File: src/rtl/lpri_ram.sv
// Generic single-write, single-read RAM with registered read data.
// No dependencies.
`timescale 1ns / 1ps

module lpri_ram #(
  parameter int WIDTH = 8,
  parameter int DEPTH = 16
) (
  input  logic                     clk_i,
  input  logic                     we_i,
  input  logic [$clog2(DEPTH)-1:0] waddr_i,
  input  logic [WIDTH-1:0]         wdata_i,
  input  logic                     re_i,
  input  logic [$clog2(DEPTH)-1:0] raddr_i,
  output logic [WIDTH-1:0]         rdata_o
);

  logic [WIDTH-1:0] mem_q [DEPTH];
  logic [WIDTH-1:0] rdata_q;

  always_ff @(posedge clk_i) begin
    if (we_i) begin
      mem_q[waddr_i] <= wdata_i;
    end
    if (re_i) begin
      rdata_q <= mem_q[raddr_i];
    end
  end

  assign rdata_o = rdata_q;

endmodule
File: config.mk
export PLATFORM = sky130hd
export DESIGN_NAME = lpri_ram
export DESIGN_NICKNAME = d
export VERILOG_FILES = /design/src/rtl/lpri_ram.sv
export SDC_FILE = /design/constraint.sdc
export NUM_CORES = 1
export LEC_CHECK = 0
export ABC_CLOCK_PERIOD_IN_PS = 1900
export BUFFER_PORTS_ARGS = -buffer_cell sky130_fd_sc_hd__buf_2
export CORE_MARGIN = 5
export CORE_UTILIZATION = 35
export DETAILED_ROUTE_END_ITERATION = 12
export GPL_ROUTABILITY_DRIVEN = 0
export PLACE_DENSITY = 0.55
export SYNTH_ARGS = -nofsm -noshare
export SYNTH_HDL_FRONTEND = slang
export SYNTH_SLANG_ARGS = --single-unit
File: constraint.sdc
create_clock -name clk_i -period 1.9 [get_ports clk_i]
set_input_delay 0.19 -clock clk_i [delete_from_list [all_inputs] [get_ports clk_i]]
set_output_delay 0.19 -clock clk_i [all_outputs]
set_load 0.02 [all_outputs]
# Word-level counts from Yosys, hierarchy flattened
# Memories as Yosys holds them, arrays and structs flattened. A register that Yosys moved wholly into a read port is not among the register bits.
# Cells that the tools add are included.
# W data, S select, Z words.
[totals] regBits=0 mem_bits_rw=128 input_bits=19 n_memories=1
[classes] n_mux=2
[mem_list] memory="mem_q" depth=16 width=8 read_ports=1 rd_clocked_by_memory_dff=1 wr=1 line_no="18" source="logic [WIDTH-1:0] mem_q [DEPTH];"
[op_table] op="$mux W1" n=2

# Depth between registers and ports, before layout
# Gate-level depths: netlist (run 1).
[depth] depth_word=2 ltp_mapped=5 mapped_depth_nobuf=3

# Worst setup path after synthesis (run 1)
# No wires, ideal clock.
[synth_timing] path_kind="in2reg" from="in waddr_i[2]" to="mem mem_q[0][0] (enable)" setup_ps=383 t_arrival_ps=1300 setup_slack_ps=217 stages=2 path_buffers=0 cell_sequence="or3b_2 > nor3_1"
[synth_lines] element="start, declared" line_no="11" source="input logic [$clog2(DEPTH)-1:0] waddr_i,"
[synth_lines] element="end, declared" line_no="18"
# Straight into the memory's write port.

==> impl_results.md, run 1 <==
- Seq/Total Area, Yosys: 0.781
- Ys Warns: 0
- Worst path cell trace: mux4_2 > a22oi_1 > nand2_1
- Net count after synthesis: 248
- Total CTS buffers: 17
- Endpoints failing hold: 0
- Drt first-iter violations: 188
- Row count: 44
- Die Ht: 132 um
- Ys async rst share: 0
- Post-synth top flop: edfxtp_1
- Max incr delay on CP: 0.46 ns
- Setup bufs post-CTS: 0
- Synth Instances: 229
- Max-cap violations: 0
- Antenna violations before repair: 1
- Crit path capture type: flip-flop
- CTS Sinks: 136
- Cell taking the most area after synthesis: edfxtp_1
- Flop2flop setup slack: 0.38 ns
- Drt total wl: 10,400 um
- CP max-delay cell: mux4_2
- Mapped Avg Cell Area: 22.8 um2
- CP Data Required Time: 2.04 ns
- Yosys cell types: 18
- Setup TNS: 0 ns
- Fmax: 0.659 GHz
- N_diodes: 0
- Area share of the largest cell type after synthesis: 0.781
- RSZ-0062 raised after global routing: no
- HPWL Detailed: 6950 um
- Fill cells: 1,245
- CTS tree: done
- Worst hold path type: in -> reg
- Via count: 2,432
- Power Density: 1110 nW/um2
- Final ANT Viol Nets: 0
- Endpoints failing setup: 0
- Clock slew at reported path FFs: 0.05 ns
- Most common cell in the synthesized netlist: edfxtp_1
- Later-pin clock latency in the skew report: 0.41 ns
- CTS resizes: 0
- Io pins: 27
- Die Width: 132 um
- Total grt overflow: 0
- Crit path time final: 1.52 ns
- Slew HR: 0.759
- Clk_skew: 0.00713 ns
- H-tree depth: 4
- Largest net degree at the start of global routing: 33
- Crit Path Max Fanout: 1
- Fraction of layout cells with a size suffix above 1: 0.308
- Fin. max-slew vios: 0
- Leakage: 0.00215 uW
- Initial Utilization: 0.358
- Routed vias/inst: 5.00
- Layout area overhead: 21.1%
- Max clock buf depth: 2
- CTS root buffer: clkbuf_16
- Run status: finished, final reports clean
- Max VDD drop: 0.000467 V
- Startpoint Class: flip-flop
- Hold Buf Count CTS: 0
- Critical path class: reg -> reg
- Die ar.: 17,500 um2
- Top cells by area, synth: edfxtp_1 (78%), mux4_2 (7.8%), mux4_1 (7.0%)
- First-pass DRT Iterations: 4
- Residual DRC: 0
- Global-route wire length before repair: 16,200 um
- Final net count: 308
- Commonest cells in the netlist: edfxtp_1 (136), mux4_2 (18), a22oi_1 (16)
- DR WL/cell: 21.5 um
- Post-synth EDFFs: 136
- Vias in the first global route: 2,678
- Final Cycle Share: 0.798
- Total core area: 14,600 um2
- Worst hold slack: 0.165 ns
- All-Layer GR Usage: 0.127
- CP arrival: 1.66 ns
- Mapped cell area: 5230 um2
- Worst-Margin Slew: 0.361 ns
- Port bufs: 26
- Yosys reg bits: 136
[report_power, final]
part	total, uW	internal (uW)	switching, uW	leakage, uW
clock network	3270	2160	1100	0.000287
logic	339	144	195	0.000623
registers	3400	3380	19.4	0.00124
[final timing paths]
kind | from | endpoint | cells after the start
max | mem_q[10][6] | rdata_o[6] | 3
min | re_i | rdata_o[0] | 1
max reg2reg | mem_q[10][6] | rdata_o[6] | 3
min reg2reg | mem_q[11][3] | rdata_o[3] | 3
[cell families (layout without fill, tap and decap cells)]
group | Yosys count | after routing | share of synthesized area
flip-flops | 136 | 136 | 0.781
AND/OR/NAND/NOR | 35 | 35 | 0.0314
multiplexers | 32 | 32 | 0.148
AO/OA/AOI/OAI | 16 | 16 | 0.0230
buffers and inverters | 10 | 83 | 0.0165
[critical path: cells and delay by family, from the launching register on]
kind            cells  cell delay [ns]
mux                 1             0.46
flops               1             0.36
compound gates      1             0.34
simple gates        1             0.09
[per-layer routing]
metal / vias up / GRT usage / share of wire
met4: 2 / 0.0458 / 0.016
met3: 16 / 0.0366 / 0.054
li1: 1102 / - / -
met2: 66 / 0.196 / 0.48
met1: 1246 / 0.172 / 0.45
met5: - / 0 / 0.0011
[area by class of cell]
type	count	area (um2)	area share
flip-flops and latches	136	4080	0.645
clock inverters	12	156	0.0247
multi-input cells	83	1060	0.167
repair buffers	51	368	0.0581
clock buffers	20	437	0.0690
well taps	184	230	0.0364
[cells in the final DEF, fill, tap and decap left out, types with 2 or more instances in the layout]
cell type  count
clkbuf_1       3
clkinv_1       6
bufinv_16      4
mux4_2        18
edfxtp_1     136
nor3_1         4
mux4_1        14
nand2b_1       2
nand2_1        9
buf_12         4
nand3b_1       2
clkbuf_16     17
nor2_1        13
buf_4         21
buf_2         26
a22oi_1       16
[through the flow]
| step | utilization | area (um2) | setup WS [ns] | std cells | power [uW] |
|---|---|---|---|---|---|
| floorplan | - | 5230 | 0.217 | 229 | 3650 |
| global placement | 0.393 | 5740 | 0.102 | 454 | 3810 |
| detailed placement | 0.393 | 5740 | 0.0797 | 454 | 3810 |
| CTS | 0.434 | 6330 | 0.362 | 486 | 7090 |
| global route | 0.434 | 6330 | 0.285 | 486 | 7250 |
| finish | 0.434 | 6330 | 0.384 | 486 | 7010 |
[state kept, by name, summed over array words and instances, names as in the netlist]
name,cells
mem_q,128
rdata_o,8
No activity file was read; power rests on OpenSTA's default activity.
==> run 2: changes to the inputs <==
--- a/config.mk
+++ b/config.mk
@@ -5,13 +5,14 @@
 export SDC_FILE = /design/constraint.sdc
 export NUM_CORES = 1
 export LEC_CHECK = 0
-export ABC_CLOCK_PERIOD_IN_PS = 1900
+export ABC_AREA = 1
+export ABC_CLOCK_PERIOD_IN_PS = 1300
 export BUFFER_PORTS_ARGS = -buffer_cell sky130_fd_sc_hd__buf_2
 export CORE_MARGIN = 5
 export CORE_UTILIZATION = 35
 export DETAILED_ROUTE_END_ITERATION = 12
 export GPL_ROUTABILITY_DRIVEN = 0
-export PLACE_DENSITY = 0.55
+export PLACE_DENSITY = 0.57
 export SYNTH_ARGS = -nofsm -noshare
 export SYNTH_HDL_FRONTEND = slang
 export SYNTH_SLANG_ARGS = --single-unit
==> constraint.sdc (replaced) <==
create_clock -name clk_i -period 1.3 [get_ports clk_i]
set_input_delay 0.13 -clock clk_i [delete_from_list [all_inputs] [get_ports clk_i]]
set_output_delay 0.13 -clock clk_i [all_outputs]
set_load 0.02 [all_outputs]
==> run 2 against run 1 <==
Against the previous run: synthesized area grew 12%; sequential power is 46% higher; sequential cell count unchanged; power increased by 53%; final cell count rose by 70%; non-clock buffer count is 3 lower; critical path depth grew 3; final area up 9.5%; register-to-register slack got worse by 0.25 ns; highest routed layer is now met4.
==> impl_results.md, run 2 <==
- Final ANT Viol Nets: 0
- Routed vias/inst: 4.62
- CTS resizes: 0
- Max-cap violations: 0
- CTS Sinks: 136
- DR WL/cell: 16.1 um
- Yosys reg bits: 136
- Slew HR: 0.587
- Die Width: 139 um
- Clk_skew: 0.00710 ns
- Area share of the largest cell type after synthesis: 0.698
- Cell taking the most area after synthesis: edfxtp_1
- H-tree depth: 4
- Commonest cells in the netlist: nand2_1 (173), edfxtp_1 (136), inv_1 (100)
- Clock slew at reported path FFs: 0.06 ns
- Startpoint Class: flip-flop
- Most common cell after layout, fill and taps aside: nand2_1
- Fill cells: 1,594
- CTS root buffer: clkbuf_16
- Post-synth EDFFs: 136
- Max VDD drop: 0.000954 V
- Yosys cell types: 11
- Drt total wl: 13,300 um
- Layout area overhead: 18.6%
- Max clock buf depth: 2
- Reg with most FFs: mem_q
- Mapped Avg Cell Area: 10.6 um2
- Ys Warns: 0
- Total core area: 16,500 um2
- Final Cycle Share: 0.897
- Endpoints failing setup: 0
- Design area: 6940 um2
- Antenna violations before repair: 0
- Port bufs: 26
- Fraction of layout cells with a size suffix above 1: 0.130
- Largest net degree at the start of global routing: 65
- Vias in the first global route: 3,798
- Crit Path Max Fanout: 1
- Post-synth top flop: edfxtp_1
- Total power: 10,700 uW
- Worst hold path type: in -> reg
- Drt first-iter violations: 275
- Mapped cell area: 5850 um2
- All-Layer GR Usage: 0.143
- Most common cell in the synthesized netlist: nand2_1
- Via count: 3,822
- Critical path class: reg -> reg
- Io pins: 27
- Cell count after placement: 795
- Top cells by area, synth: edfxtp_1 (70%), nand2_1 (11%), nand3_1 (8.3%)
- Run status: finished, final reports clean
- Largest register FFs: 128
- Worst-Margin Slew: 0.619 ns
- Worst hold slack: 0.0803 ns
- Post-DP Area: 6300 um2
- Net count after synthesis: 570
- First-pass DRT Iterations: 5
- Power Density: 1540 nW/um2
- Ys async rst share: 0
- Final net count: 613
- Fin. max-slew vios: 0
- CP arrival: 1.34 ns
- Row count: 47
- Die Ht: 139 um
- HPWL Detailed: 8400 um
- Total grt overflow: 0
- Total CTS buffers: 17
- RSZ-0062 raised after global routing: no
- Seq/Total Area, Yosys: 0.698
- Synth Instances: 551
- Endpoints failing hold: 0
- Fmax: 0.858 GHz
- Crit path capture type: flip-flop
- Crit path time final: 1.17 ns
- Residual DRC: 0
- Global-route wire length before repair: 20,900 um
- N_diodes: 0
- CP Data Required Time: 1.47 ns
- Most frequent cells in the layout: nand2_1 (173), edfxtp_1 (136), inv_1 (100), nand3_1 (97), buf_2 (26)
- Later-pin clock latency in the skew report: 0.42 ns
- Non-Filler Instances: 827
- Leakage: 0.00297 uW
- Initial Utilization: 0.355
- Setup bufs post-CTS: 0
- Die ar.: 19,400 um2
- CTS tree: done
- Hold Buf Count CTS: 0
==> run 2: cell types whose count changed after synthesis, sizes merged, moves of 16 or more <==
cell   change
buf       +17
mux4      -32
nand2    +164
a22oi     -16
nand3     +96
inv      +102
==> run 2: metal layers <==
metal / GRT usage / part of all wire / vias to the layer above
met5: 0 / 0 / -
met4: 0.0597 / 0.018 / 0
met3: 0.0322 / 0.038 / 17
met2: 0.231 / 0.49 / 94
met1: 0.187 / 0.45 / 1849
li1: - / - / 1862
==> run 2: cell type report <==
class | count | area (um2) | area share
clock inverter | 14 | 205 | 0.0296
tap | 220 | 275 | 0.0397
clock buffer | 18 | 429 | 0.0619
sequential | 136 | 4080 | 0.589
inverter | 102 | 383 | 0.0552
multi-input combinational | 289 | 1210 | 0.175
timing repair buffer | 48 | 345 | 0.0498
==> run 2: per-stage QoR <==
| stage | worst slack [ns] | utilization | setup TNS (ns) |
|---|---|---|---|
| CTS | 0.118 | 0.421 | 0 |
| global route | 0.0494 | 0.421 | 0 |
| global placement | -0.0947 | 0.383 | -0.344 |
| finish | 0.134 | 0.421 | 0 |
| detailed placement | -0.101 | 0.383 | -0.471 |
| floorplan | 0.219 | - | 0 |
==> run 2: worst max-delay path, cell delays in order (launching register included) <==
cell and delay [ns]:
edfxtp_1 0.38, inv_1 0.07, nand2_1 0.05, nand3_1 0.11
nand3_1 0.09, nand3_1 0.16, nand2_1 0.07
==> run 2: cell families after synthesis <==
group	share of synthesized area
flip-flops	0.698
buffers and inverters	0.0939
AND/OR/NAND/NOR	0.208
==> run 2: where the power goes <==
part	switching, uW	internal, uW	leakage (uW)
logic	445	185	0.00143
clock network	1740	3380	0.000305
registers	25.9	4940	0.00124
total	2210	8500	0.00297
==> run 2: path summary, 6_finish.rpt <==
path                                   start          to  slack (ns)  depth (start not counted)
worst max register to register   mem_q[1][7]  rdata_o[7]        0.13                          6
worst min-delay path                    re_i  rdata_o[1]        0.08                          1
worst min register to register  mem_q[10][0]  rdata_o[0]        0.72                          6
worst max-delay path             mem_q[1][7]  rdata_o[7]        0.13                          6
==> run 3: changes to the inputs <==
--- a/config.mk
+++ b/config.mk
@@ -6,12 +6,13 @@
 export NUM_CORES = 1
 export LEC_CHECK = 0
 export ABC_AREA = 1
-export ABC_CLOCK_PERIOD_IN_PS = 1300
+export ABC_CLOCK_PERIOD_IN_PS = 1000
 export BUFFER_PORTS_ARGS = -buffer_cell sky130_fd_sc_hd__buf_2
 export CORE_MARGIN = 5
 export CORE_UTILIZATION = 35
 export DETAILED_ROUTE_END_ITERATION = 12
 export GPL_ROUTABILITY_DRIVEN = 0
+export MAX_ROUTING_LAYER = met4
 export PLACE_DENSITY = 0.57
 export SYNTH_ARGS = -nofsm -noshare
 export SYNTH_HDL_FRONTEND = slang
==> constraint.sdc (replaced) <==
create_clock -name clk_i -period 1 [get_ports clk_i]
set_input_delay 0.1 -clock clk_i [delete_from_list [all_inputs] [get_ports clk_i]]
set_output_delay 0.1 -clock clk_i [all_outputs]
set_load 0.02 [all_outputs]
==> run 3 against run 2 <==
Against the previous run: the run now ends with negative setup slack left; critical endpoint is now rdata_o[0]; final cell count rose by 0.97%; worst hold slack got worse by 0.043 ns; count of clock-buffer cells in the layout rose by 5; via count rose by 0.89%; sequential cell count did not move; first-iteration DRC count rose by 49%; critical path type is now reg -> out; non-clock buffer count rose by 9; clock power barely moved.
==> impl_results.md, run 3 (same netlist as run 2, synthesis figures left out) <==
- Endpoints failing hold: 0
- Fin. max-slew vios: 0
- Clk_skew: 0.00390 ns
- Layout area overhead: 22.2%
- Flop2flop setup slack: -0.08 ns
- Endpoints failing setup: 16
- Die Width: 139 um
- Initial Utilization: 0.355
- Power Density: 1760 nW/um2
- Drt total wl: 13,200 um
- Total power: 12,600 uW
- Buf/Inv on CP: 1
- Hold Crit Endpoint: rdata_o[4]
- N_diodes: 0
- Global-route wire length before repair: 21,200 um
- Routed vias/inst: 4.62
- Final Cycle Share: 1.09
- Max clock buf depth: 2
- Hold Buf Count CTS: 0
- CP Data Required Time: 0.90 ns
- HPWL Detailed: 8620 um
- Most frequent cells in the layout: nand2_1 (166), edfxtp_1 (136), inv_1 (100), nand3_1 (58), nand3_2 (39)
- Setup bufs post-CTS: 0
- DR WL/cell: 15.8 um
- H-tree depth: 4
- Reg2reg start: mem_q[12][4]
- Reg with most FFs: mem_q
- Most common cell after layout, fill and taps aside: nand2_1
- Multi-input combinational cell area: 1430 um2
- Max incr delay on CP: 0.42 ns
- CTS Sinks: 136
- Reg2reg end: rdata_o[4]
- Drt first-iter violations: 410
- Crit path time final: 1.09 ns
- Max VDD drop: 0.00114 V
- RSZ-0062 raised after global routing: yes
- Io pins: 27
- Min-delay src: re_i
- Leakage: 0.00304 uW
- Vias in the first global route: 3,906
- Fraction of layout cells with a size suffix above 1: 0.207
- Largest net degree at the start of global routing: 41
- Final ANT Viol Nets: 0
- CP max-delay cell: edfxtp_1
- Residual DRC: 0
- Via count: 3,856
- Die ar.: 19,400 um2
- Run status: finished with violations
- Total core area: 16,500 um2
- Critical path class: reg -> out
- Worst path cell trace: buf_6
- Register Area: 4080 um2
- First-pass DRT Iterations: 5
- Worst hold slack: 0.0374 ns
- Total CTS buffers: 17
- Clock slew at reported path FFs: 0.05 ns
- Startpoint Class: flip-flop
- Max-cap violations: 0
- Worst hold path type: in -> reg
- Final net count: 622
- Slew HR: 0.728
- Die Ht: 139 um
- Worst Slack Setup Final: -0.0910 ns
- Antenna violations before repair: 0
- All-Layer GR Usage: 0.148
- Later-pin clock latency in the skew report: 0.41 ns
- Fmax: 0.917 GHz
- Worst Hold Depth: 1
- Fill cells: 1,572
- CTS root buffer: clkbuf_16
- Crit Path Max Fanout: 1
- CP arrival: 0.99 ns
- Largest register FFs: 128
- Row count: 47
- Total grt overflow: 0
- Crit path capture type: output pin
- CTS tree: done
- Port bufs: 26
- Worst-Margin Slew: 0.407 ns
- FF-to-FF path depth: 6
- Failing checks: negative setup slack
- Delay-heaviest family, CP: flip-flops
[run 3: changes by cell type in the layout (fill, tap and decap cells not counted), sizes merged]
cell      before  now
clkbuf        18   23
clkinv         7    8
buf           48   57
clkinvlp       2    0
bufinv         5    0
[run 3: what timing repair did]
action,4_1_cts,5_1_grt
gates resized for setup,33,25
pin swaps,27,11
setup endpoints to repair,16,16
[run 3: per-layer routing]
metal | share of wire | global-route usage | wire length [um] | vias up
met5 | 0 | - | 0 | -
met4 | 0.033 | 0.0767 | 439 | 0
met3 | 0.054 | 0.0281 | 707 | 34
met2 | 0.46 | 0.215 | 6090 | 122
met1 | 0.45 | 0.198 | 5930 | 1814
li1 | - | - | - | 1886
[run 3: area by class of cell]
type / instances / area share
flip-flops and latches: 136 / 0.572
clock inverters: 8 / 0.00455
inverters: 102 / 0.0536
repair buffers: 57 / 0.0683
well taps: 220 / 0.0385
multi-input cells: 289 / 0.201
clock buffers: 23 / 0.0627
[run 3: where the power goes]
| part | switching [uW] | internal [uW] | leakage (uW) | total, uW |
|---|---|---|---|---|
| clock network | 2060 | 3080 | 0.000234 | 5140 |
| logic | 640 | 327 | 0.00157 | 967 |
| registers | 35.1 | 6430 | 0.00124 | 6460 |
[run 3: worst max-delay path by stage]
stage	startpoint	to	slack [ns]	cells past startpoint
floorplan	waddr_i[2]	mem_q[10][0]	-0.05	2
detailed placement	raddr_i[0]	rdata_o[1]	-0.29	8
global route	mem_q[11][7]	rdata_o[7]	-0.15	6
global placement	raddr_i[0]	rdata_o[5]	-0.28	8
finish	rdata_o[0]	rdata_o[0]	-0.09	1
CTS	rdata_o[0]	rdata_o[0]	-0.10	1
[run 3: stage by stage]
stage | utilization | cells | cell area, um2 | TNS, ns | setup WS, ns
6_report | 0.434 | 835 | 7140 | -0.792 | -0.0910
5_1_grt | 0.434 | 835 | 7140 | -1.66 | -0.149
4_1_cts | 0.428 | 835 | 7050 | -0.972 | -0.105
3_5_place_dp | 0.390 | 804 | 6410 | -11.30 | -0.288
3_3_place_gp | 0.390 | 804 | 6410 | -10.06 | -0.280
2_1_floorplan | - | 551 | 5850 | -4.12 | -0.0508
